--- src/kes_pkg.sv ---
// Shared types and constants for the key event scanner with event queue.
package kes_pkg;

  localparam int QUEUE_DEPTH_DEF = 32;
  localparam int KEY_COUNT_DEF   = 6;
  localparam int LEVEL_W         = 6;
  localparam int CODE_W          = 8;
  localparam int COUNT_OUT_W     = 5;
  localparam int KEY_IDX_W       = 3;
  localparam int REQ_QUEUE_DEPTH = 2;

  localparam logic [LEVEL_W-1:0] ALL_KEYS_MASK = 6'h3F;
  localparam logic [CODE_W-1:0]  CODE_MAKE     = 8'h40;
  localparam logic [CODE_W-1:0]  CODE_BREAK    = 8'h80;
  localparam logic [CODE_W-1:0]  CODE_NONE     = 8'h00;

  typedef enum logic {
    CMD_SCAN = 1'b0,
    CMD_POP  = 1'b1
  } cmd_e;

  typedef enum logic [1:0] {
    ST_IDLE,
    ST_SCAN,
    ST_POP
  } back_state_e;

  // One classified request as it travels from the front to the back.
  typedef struct packed {
    cmd_e               cmd;
    logic [LEVEL_W-1:0] delta;
    logic [LEVEL_W-1:0] levels;
  } req_t;

  typedef struct packed {
    logic full;
    logic empty;
  } rq_stat_t;

endpackage

--- src/kes_front.sv ---
// Front end: takes requests and turns scan samples into a change mask.
module kes_front #(
  parameter int KEY_COUNT = kes_pkg::KEY_COUNT_DEF
) (
  input  logic                        clk_i,
  input  logic                        rst_ni,
  input  logic                        accept_i,
  input  logic                        command_i,
  input  logic [kes_pkg::LEVEL_W-1:0] key_levels_i,
  output kes_pkg::req_t               req_o
);
  import kes_pkg::*;

  localparam logic [LEVEL_W-1:0] LevelMask = ALL_KEYS_MASK >> (LEVEL_W - KEY_COUNT);

  logic [LEVEL_W-1:0] last_q, last_d;
  logic [LEVEL_W-1:0] now_levels;

  assign now_levels = key_levels_i & LevelMask;

  always_comb begin
    req_o.cmd    = cmd_e'(command_i);
    req_o.levels = now_levels;
    req_o.delta  = now_levels ^ last_q;
    last_d       = last_q;
    if (accept_i && (cmd_e'(command_i) == CMD_SCAN)) begin
      last_d = now_levels;
    end
  end

  always_ff @(posedge clk_i or negedge rst_ni) begin
    if (!rst_ni) begin
      last_q <= LevelMask;
    end else begin
      last_q <= last_d;
    end
  end

endmodule

--- src/kes_req_queue.sv ---
// Two-entry request queue between the front end and the back end.
module kes_req_queue (
  input  logic              clk_i,
  input  logic              rst_ni,
  input  logic              push_i,
  input  kes_pkg::req_t     req_i,
  input  logic              pop_i,
  output kes_pkg::req_t     req_o,
  output kes_pkg::rq_stat_t stat_o
);
  import kes_pkg::*;

  localparam int PtrW = $clog2(REQ_QUEUE_DEPTH);
  localparam int CntW = $clog2(REQ_QUEUE_DEPTH + 1);

  req_t            slots_q [REQ_QUEUE_DEPTH];
  logic [PtrW-1:0] wr_ptr_q, wr_ptr_d;
  logic [PtrW-1:0] rd_ptr_q, rd_ptr_d;
  logic [CntW-1:0] count_q, count_d;

  assign stat_o.full  = (count_q == CntW'(REQ_QUEUE_DEPTH));
  assign stat_o.empty = (count_q == '0);
  assign req_o        = slots_q[rd_ptr_q];

  always_comb begin
    wr_ptr_d = wr_ptr_q;
    rd_ptr_d = rd_ptr_q;
    count_d  = count_q;
    if (push_i) begin
      wr_ptr_d = (wr_ptr_q == PtrW'(REQ_QUEUE_DEPTH - 1)) ? '0 : wr_ptr_q + 1'b1;
    end
    if (pop_i) begin
      rd_ptr_d = (rd_ptr_q == PtrW'(REQ_QUEUE_DEPTH - 1)) ? '0 : rd_ptr_q + 1'b1;
    end
    if (push_i && !pop_i) begin
      count_d = count_q + 1'b1;
    end else if (pop_i && !push_i) begin
      count_d = count_q - 1'b1;
    end
  end

  always_ff @(posedge clk_i) begin
    if (push_i) begin
      slots_q[wr_ptr_q] <= req_i;
    end
  end

  always_ff @(posedge clk_i or negedge rst_ni) begin
    if (!rst_ni) begin
      wr_ptr_q <= '0;
      rd_ptr_q <= '0;
      count_q  <= '0;
    end else begin
      wr_ptr_q <= wr_ptr_d;
      rd_ptr_q <= rd_ptr_d;
      count_q  <= count_d;
    end
  end

endmodule

--- src/kes_back.sv ---
// Back end: walks the change mask into the event memory and serves pops.
module kes_back #(
  parameter int QUEUE_DEPTH = kes_pkg::QUEUE_DEPTH_DEF,
  parameter int KEY_COUNT   = kes_pkg::KEY_COUNT_DEF
) (
  input  logic                            clk_i,
  input  logic                            rst_ni,
  input  kes_pkg::req_t                   req_i,
  input  kes_pkg::rq_stat_t               stat_i,
  output logic                            pop_o,
  output logic                            done_o,
  output logic [kes_pkg::CODE_W-1:0]      event_code_o,
  output logic                            event_valid_o,
  output logic [kes_pkg::COUNT_OUT_W-1:0] queue_count_o
);
  import kes_pkg::*;

  localparam int PtrW = $clog2(QUEUE_DEPTH);

  back_state_e            state_q, state_d;
  logic [KEY_IDX_W-1:0]   key_q, key_d;
  logic [LEVEL_W-1:0]     delta_q, delta_d;
  logic [LEVEL_W-1:0]     levels_q, levels_d;
  logic [PtrW-1:0]        wr_ptr_q, wr_ptr_d;
  logic [PtrW-1:0]        rd_ptr_q, rd_ptr_d;
  logic [PtrW-1:0]        count_q, count_d;
  logic                   done_q, done_d;
  logic [CODE_W-1:0]      code_q, code_d;
  logic                   valid_q, valid_d;
  logic [COUNT_OUT_W-1:0] qcnt_q, qcnt_d;

  logic [CODE_W-1:0]      mem [QUEUE_DEPTH];
  logic [CODE_W-1:0]      rdata_q;
  logic                   wr_en, rd_en;
  logic [CODE_W-1:0]      wr_code;
  logic                   full;
  logic [PtrW+COUNT_OUT_W-1:0] count_ext;

  assign full          = (count_q == PtrW'(QUEUE_DEPTH - 1));
  assign wr_code       = (levels_q[key_q] ? CODE_BREAK : CODE_MAKE)
                         | {{(CODE_W-KEY_IDX_W){1'b0}}, key_q};
  assign count_ext     = {{COUNT_OUT_W{1'b0}}, count_d};
  assign done_o        = done_q;
  assign event_code_o  = code_q;
  assign event_valid_o = valid_q;
  assign queue_count_o = qcnt_q;

  always_comb begin
    state_d  = state_q;
    key_d    = key_q;
    delta_d  = delta_q;
    levels_d = levels_q;
    wr_ptr_d = wr_ptr_q;
    rd_ptr_d = rd_ptr_q;
    count_d  = count_q;
    done_d   = 1'b0;
    code_d   = code_q;
    valid_d  = valid_q;
    wr_en    = 1'b0;
    rd_en    = 1'b0;
    pop_o    = 1'b0;
    case (state_q)
      ST_IDLE: begin
        if (!stat_i.empty) begin
          pop_o = 1'b1;
          if (req_i.cmd == CMD_POP) begin
            if (count_q != '0) begin
              rd_en   = 1'b1;
              state_d = ST_POP;
            end else begin
              done_d  = 1'b1;
              code_d  = CODE_NONE;
              valid_d = 1'b0;
            end
          end else begin
            delta_d  = req_i.delta;
            levels_d = req_i.levels;
            key_d    = '0;
            state_d  = ST_SCAN;
          end
        end
      end
      ST_SCAN: begin
        // A changed key writes one code unless the queue is already full.
        if (delta_q[key_q] && !full) begin
          wr_en    = 1'b1;
          wr_ptr_d = (wr_ptr_q == PtrW'(QUEUE_DEPTH - 1)) ? '0 : wr_ptr_q + 1'b1;
          count_d  = count_q + 1'b1;
        end
        if (key_q == KEY_IDX_W'(KEY_COUNT - 1)) begin
          done_d  = 1'b1;
          code_d  = CODE_NONE;
          valid_d = 1'b0;
          state_d = ST_IDLE;
        end else begin
          key_d = key_q + 1'b1;
        end
      end
      ST_POP: begin
        done_d   = 1'b1;
        code_d   = rdata_q;
        valid_d  = 1'b1;
        rd_ptr_d = (rd_ptr_q == PtrW'(QUEUE_DEPTH - 1)) ? '0 : rd_ptr_q + 1'b1;
        count_d  = count_q - 1'b1;
        state_d  = ST_IDLE;
      end
      default: begin
        state_d = ST_IDLE;
      end
    endcase
    qcnt_d = done_d ? count_ext[COUNT_OUT_W-1:0] : qcnt_q;
  end

  always_ff @(posedge clk_i) begin
    if (wr_en) begin
      mem[wr_ptr_q] <= wr_code;
    end
    if (rd_en) begin
      rdata_q <= mem[rd_ptr_q];
    end
  end

  always_ff @(posedge clk_i) begin
    key_q    <= key_d;
    delta_q  <= delta_d;
    levels_q <= levels_d;
    code_q   <= code_d;
    valid_q  <= valid_d;
    qcnt_q   <= qcnt_d;
  end

  always_ff @(posedge clk_i or negedge rst_ni) begin
    if (!rst_ni) begin
      state_q  <= ST_IDLE;
      wr_ptr_q <= '0;
      rd_ptr_q <= '0;
      count_q  <= '0;
      done_q   <= 1'b0;
    end else begin
      state_q  <= state_d;
      wr_ptr_q <= wr_ptr_d;
      rd_ptr_q <= rd_ptr_d;
      count_q  <= count_d;
      done_q   <= done_d;
    end
  end

endmodule

--- src/key_event_scanner_fifo.sv ---
// Keypad make/break scanner with an event queue: top level.
//
// A request is taken at a rising edge with start high and busy low. With
// command_i low it is a scan sample of six active-low key levels; every key
// that changed since the last sample queues one code while the event queue has
// room, lowest key first (0x40 | key on press, 0x80 | key on release). With
// command_i high it pops the oldest code. Each request yields exactly one
// result, shown for one cycle with done_o high, together with the number of
// codes held after it. The receiver cannot stall; results come in request order.
// After a scan is accepted, the back end takes it from the request queue and
// then steps through the keys in order in its memory write loop; done_o is
// registered at the last key. A pop goes through a registered memory read
// before its result is shown; an empty pop is answered from idle. A two-entry
// request queue lets the front take requests while the back works, so busy
// rises only when it is full. The back end finishes each scan or pop before it
// takes the next request from the request queue.
// Reset empties the event queue and marks all keys released.
module key_event_scanner_fifo #(
  parameter int QUEUE_DEPTH = kes_pkg::QUEUE_DEPTH_DEF,
  parameter int KEY_COUNT   = kes_pkg::KEY_COUNT_DEF
) (
  input  logic                            clk_i,
  input  logic                            rst_ni,
  input  logic                            start,
  output logic                            busy,
  input  logic                            command_i,
  input  logic [kes_pkg::LEVEL_W-1:0]     key_levels_i,
  output logic                            done_o,
  output logic [kes_pkg::CODE_W-1:0]      event_code_o,
  output logic                            event_valid_o,
  output logic [kes_pkg::COUNT_OUT_W-1:0] queue_count_o
);
  import kes_pkg::*;

  req_t     front_req;
  req_t     back_req;
  rq_stat_t rq_stat;
  logic     accept;
  logic     back_pop;

  assign busy   = rq_stat.full;
  assign accept = start && !rq_stat.full;

  kes_front #(
    .KEY_COUNT(KEY_COUNT)
  ) u_front (
    .clk_i       (clk_i),
    .rst_ni      (rst_ni),
    .accept_i    (accept),
    .command_i   (command_i),
    .key_levels_i(key_levels_i),
    .req_o       (front_req)
  );

  kes_req_queue u_req_queue (
    .clk_i (clk_i),
    .rst_ni(rst_ni),
    .push_i(accept),
    .req_i (front_req),
    .pop_i (back_pop),
    .req_o (back_req),
    .stat_o(rq_stat)
  );

  kes_back #(
    .QUEUE_DEPTH(QUEUE_DEPTH),
    .KEY_COUNT  (KEY_COUNT)
  ) u_back (
    .clk_i        (clk_i),
    .rst_ni       (rst_ni),
    .req_i        (back_req),
    .stat_i       (rq_stat),
    .pop_o        (back_pop),
    .done_o       (done_o),
    .event_code_o (event_code_o),
    .event_valid_o(event_valid_o),
    .queue_count_o(queue_count_o)
  );

endmodule

--- config.mk ---
export PLATFORM = sky130hd
export DESIGN_NAME = key_event_scanner_fifo
export DESIGN_NICKNAME = d
export VERILOG_FILES = /design/src/kes_pkg.sv /design/src/kes_front.sv /design/src/kes_req_queue.sv /design/src/kes_back.sv /design/src/key_event_scanner_fifo.sv
export SDC_FILE = /design/constraint.sdc
export NUM_CORES = 1
export LEC_CHECK = 0
export ABC_AREA = 1
export ABC_CLOCK_PERIOD_IN_PS = 3400
export BUFFER_PORTS_ARGS = -buffer_cell sky130_fd_sc_hd__buf_2
export CAP_MARGIN = 10
export CORE_MARGIN = 2
export CORE_UTILIZATION = 55
export CTS_CLUSTER_SIZE = 25
export DETAILED_ROUTE_END_ITERATION = 8
export GPL_TIMING_DRIVEN = 0
export PLACE_DENSITY = 0.77
export SKIP_LAST_GASP = 1
export SLEW_MARGIN = 40
export SYNTH_ARGS = -nofsm -noshare
export SYNTH_HDL_FRONTEND = slang
export SYNTH_SLANG_ARGS = --single-unit
--- constraint.sdc ---
create_clock -name clk_i -period 3.4 [get_ports clk_i]
set_input_delay 0.68 -clock clk_i [delete_from_list [all_inputs] [get_ports clk_i]]
set_output_delay 0.68 -clock clk_i [all_outputs]
set_load 0.02 [all_outputs]
==> flow_summary.json <==
{
  "startpoint_type": "register",
  "wl_um": 22500,
  "avgViaCountPerCell": 5.69,
  "postRouteAntennaNets": 0,
  "fmaxAchievable_mhz": 337,
  "cts.sinks": 245,
  "io_pins": 26,
  "clkTransAtPathRegs_ns": 0.06,
  "dp_slack_ns": 0.565,
  "end_kind": "register",
  "grt_pass1_vias": 6735,
  "cp_cell_sequence": "inv_1 > nor2_1 > o211ai_2 > nand2_2 > nand3_2 > clkinv_2 > nand2_2 > nor2_1",
  "drc": 0,
  "synth-edff-count": 217,
  "synth_ff_type": "edfxtp_1",
  "cp.required_ns": 3.55,
  "core_area_mm2": 0.0185,
  "hold_violations": 0,
  "cp.arrival_ns": 3.12,
  "nFillCells": 1414,
  "leakage_nw": 4.39,
  "antenna_found_initial": 0,
  "yosysUniqueCellTypes": 38,
  "path_delay_family": "simple AND/OR/NAND/NOR gates",
  "wl_per_cell_um": 18.9,
  "numCtsBuffers": 25,
  "r2r_slack_ns": 0.43,
  "synth_seq_area_share": 0.702,
  "cts_tree": "yes",
  "maxCapViolCount": 0,
  "dpl.hpwl_um": 15100,
  "async_reset_ff_frac": 0.114,
  "hold_buffers": 0,
  "fin_tns_setup_ns": 0,
  "dieHeight_um": 141,
  "worst_slew_pin_slew_ns": 0.804,
  "gp_congestion": 0.868,
  "yosys_warnings": 0,
  "firstDrtPassIters": 6,
  "clock_path_buffers": 3,
  "mostFrequentLayoutCells": "edfxtp_1, nand2_1, nor2_1",
  "post_cts_buffers": 0,
  "die_area_mm2": 0.0198,
  "grt_use_met2": 0.396,
  "root_buffer": "clkbuf_16",
  "crit_buf_inv": 2,
  "grt.total_usage": 0.230,
  "dr_total_vias": 6773,
  "vdd_drop_max_uv": 585,
  "setup_violations": 0,
  "grt_max_degree": 33,
  "top_usage_layer": "met2",
  "yosysTopAreaCellShare": 0.633,
  "outcome": "finished clean",
  "nets": 964,
  "ctsResizeCount": 0,
  "syn_area_per_cell_um2": 11.7,
  "drt_iter0_markers": 705,
  "synth_area_leaders": "edfxtp_1, nand2_1, dfrtp_1",
  "regArea_mm2": 0.00722,
  "yosysTopAreaCell": "edfxtp_1",
  "drive_gt1_frac": 0.124,
  "use_met3": 0.0472,
  "port_buffers": 22,
  "skew_ns": 0.0213,
  "synth_seq_cells": 245,
  "insertion_delay_ns": 0.53,
  "rsz0062_at_grt": "no",
  "slew_violations": 0,
  "overflow": 0,
  "die-width_um": 141,
  "critical_path.max_fanout": 16,
  "hold_path_class": "input port to asynchronous set/reset pin",
  "min_period_ns": 2.97,
  "multiInputGateArea_mm2": 0.00271,
  "critPathMaxStageDelay_ns": 0.73,
  "grt_util_met1": 0.288,
  "synth_cells": 878,
  "slowest_stage": "edfxtp_1",
  "row_count": 50,
  "cellPowerDensity_mw_per_mm2": 970,
  "min_period_over_period": 0.874,
  "syn_area_mm2": 0.0103,
  "cts.htree.levels": 1,
  "diodes": 0,
  "slew_headroom": 0.462,
  "critPathKind": "register to register",
  "syn2layout_area_growth_pct": 13.3,
  "setup_slack_ns": 0.429,
  "final_common_cell": "edfxtp_1",
  "initial_core_util": 0.555,
  "grt_pass1_wl_um": 35200
}
## worst reg2reg max path: cells and delay by family, from the launching register on
kind | cells | cell delay (ns)
flip-flops | 1 | 0.73
AND/OR/NAND/NOR | 5 | 1.30
buffers and inverters | 2 | 0.42
AO/OA/AOI/OAI | 1 | 0.16
## Yosys cell counts (11+ instances only)
| cell | count |
|---|---|
| edfxtp_1 | 217 |
| nand3_1 | 71 |
| dfrtp_1 | 22 |
| nor2_1 | 105 |
| nand2_1 | 187 |
| a31oi_1 | 11 |
| o221ai_1 | 15 |
| inv_1 | 54 |
| o21ai_0 | 52 |
| a21oi_1 | 20 |
| clkbuf_1 | 23 |
| ha_1 | 17 |
## power breakdown
part / switching, W / total, W / internal (W)
combinational: 0.00286 / 0.00401 / 0.00115
sequential: 0.000272 / 0.00461 / 0.00433
clock: 0.00111 / 0.00268 / 0.00158
## sequential cells by signal (all words and copies together) (netlist names), 3 cells and up
register              count
u_back.event_code_o       5
u_back.count_q            5
u_back.wr_ptr_q           5
u_back.levels_q           6
u_req_queue.slots_q      26
u_back.queue_count_o      5
u_back.key_q              3
u_front.last_q            6
u_back.delta_q            6
u_back.rd_ptr_q           5
u_back.mem              160
u_back.rdata_q            5
## kinds of logic (layout without fill, tap and decap cells)
| family | after synthesis | count (layout) | synth area share |
|---|---|---|---|
| flip-flops | 245 | 245 | 0.702 |
| multiplexers | 6 | 6 | 0.00657 |
| AO/OA/AOI/OAI | 112 | 112 | 0.0645 |
| adder cells (fa/ha/maj) | 17 | 17 | 0.0207 |
| AND/OR/NAND/NOR | 386 | 386 | 0.156 |
| buffers and inverters | 98 | 174 | 0.0389 |
| XOR/XNOR | 13 | 13 | 0.0111 |
| other | 1 | 3 | 0.000365 |
## per-layer routing
metal	vias to the layer above	part of all wire	wire length, um
li1	3182	-	-
met1	3209	0.38	8650
met2	314	0.50	11200
met3	68	0.078	1760
met4	0	0.040	891
met5	-	0	0
## through the flow
step / hold slack (ns) / total power, W / cells / utilization / cell area, um2
finish: 0.182 / 0.0113 / 1190 / 0.629 / 11700
global route: 0.248 / 0.0119 / 1190 / 0.629 / 11700
CTS: 0.216 / 0.0113 / 1190 / 0.629 / 11600
detailed placement: 0.488 / 0.00857 / 1144 / 0.585 / 10800
global placement: 0.486 / 0.00826 / 1136 / 0.578 / 10700
floorplan: 0.384 / 0.00711 / 880 / - / 10300
## path summary, 6_finish.rpt
check                                        from                    endpoint  cells after the start
worst max-delay path              u_back.key_q[2]           u_back.mem[12][2]                      8
worst min-delay path                       rst_ni               u_back.done_o                      1
worst max register to register    u_back.key_q[2]           u_back.mem[12][2]                      8
worst min register to register  u_back.rdata_q[2]      u_back.event_code_o[2]                      2
max in group asynchronous                  rst_ni          u_back.wr_ptr_q[2]                      1
min in group clk_i                      command_i  u_req_queue.slots_q[1][12]                      1
## area by class of cell
class                   count  share of cell area
clock buffers              34              0.0626
clock inverters            12             0.00784
repair buffers             30              0.0181
well taps                 234              0.0251
inverters                  58              0.0188
plain buffers              40              0.0156
flip-flops and latches    245               0.620
multi-input cells         537               0.232
No activity file was read; power rests on OpenSTA's default activity.
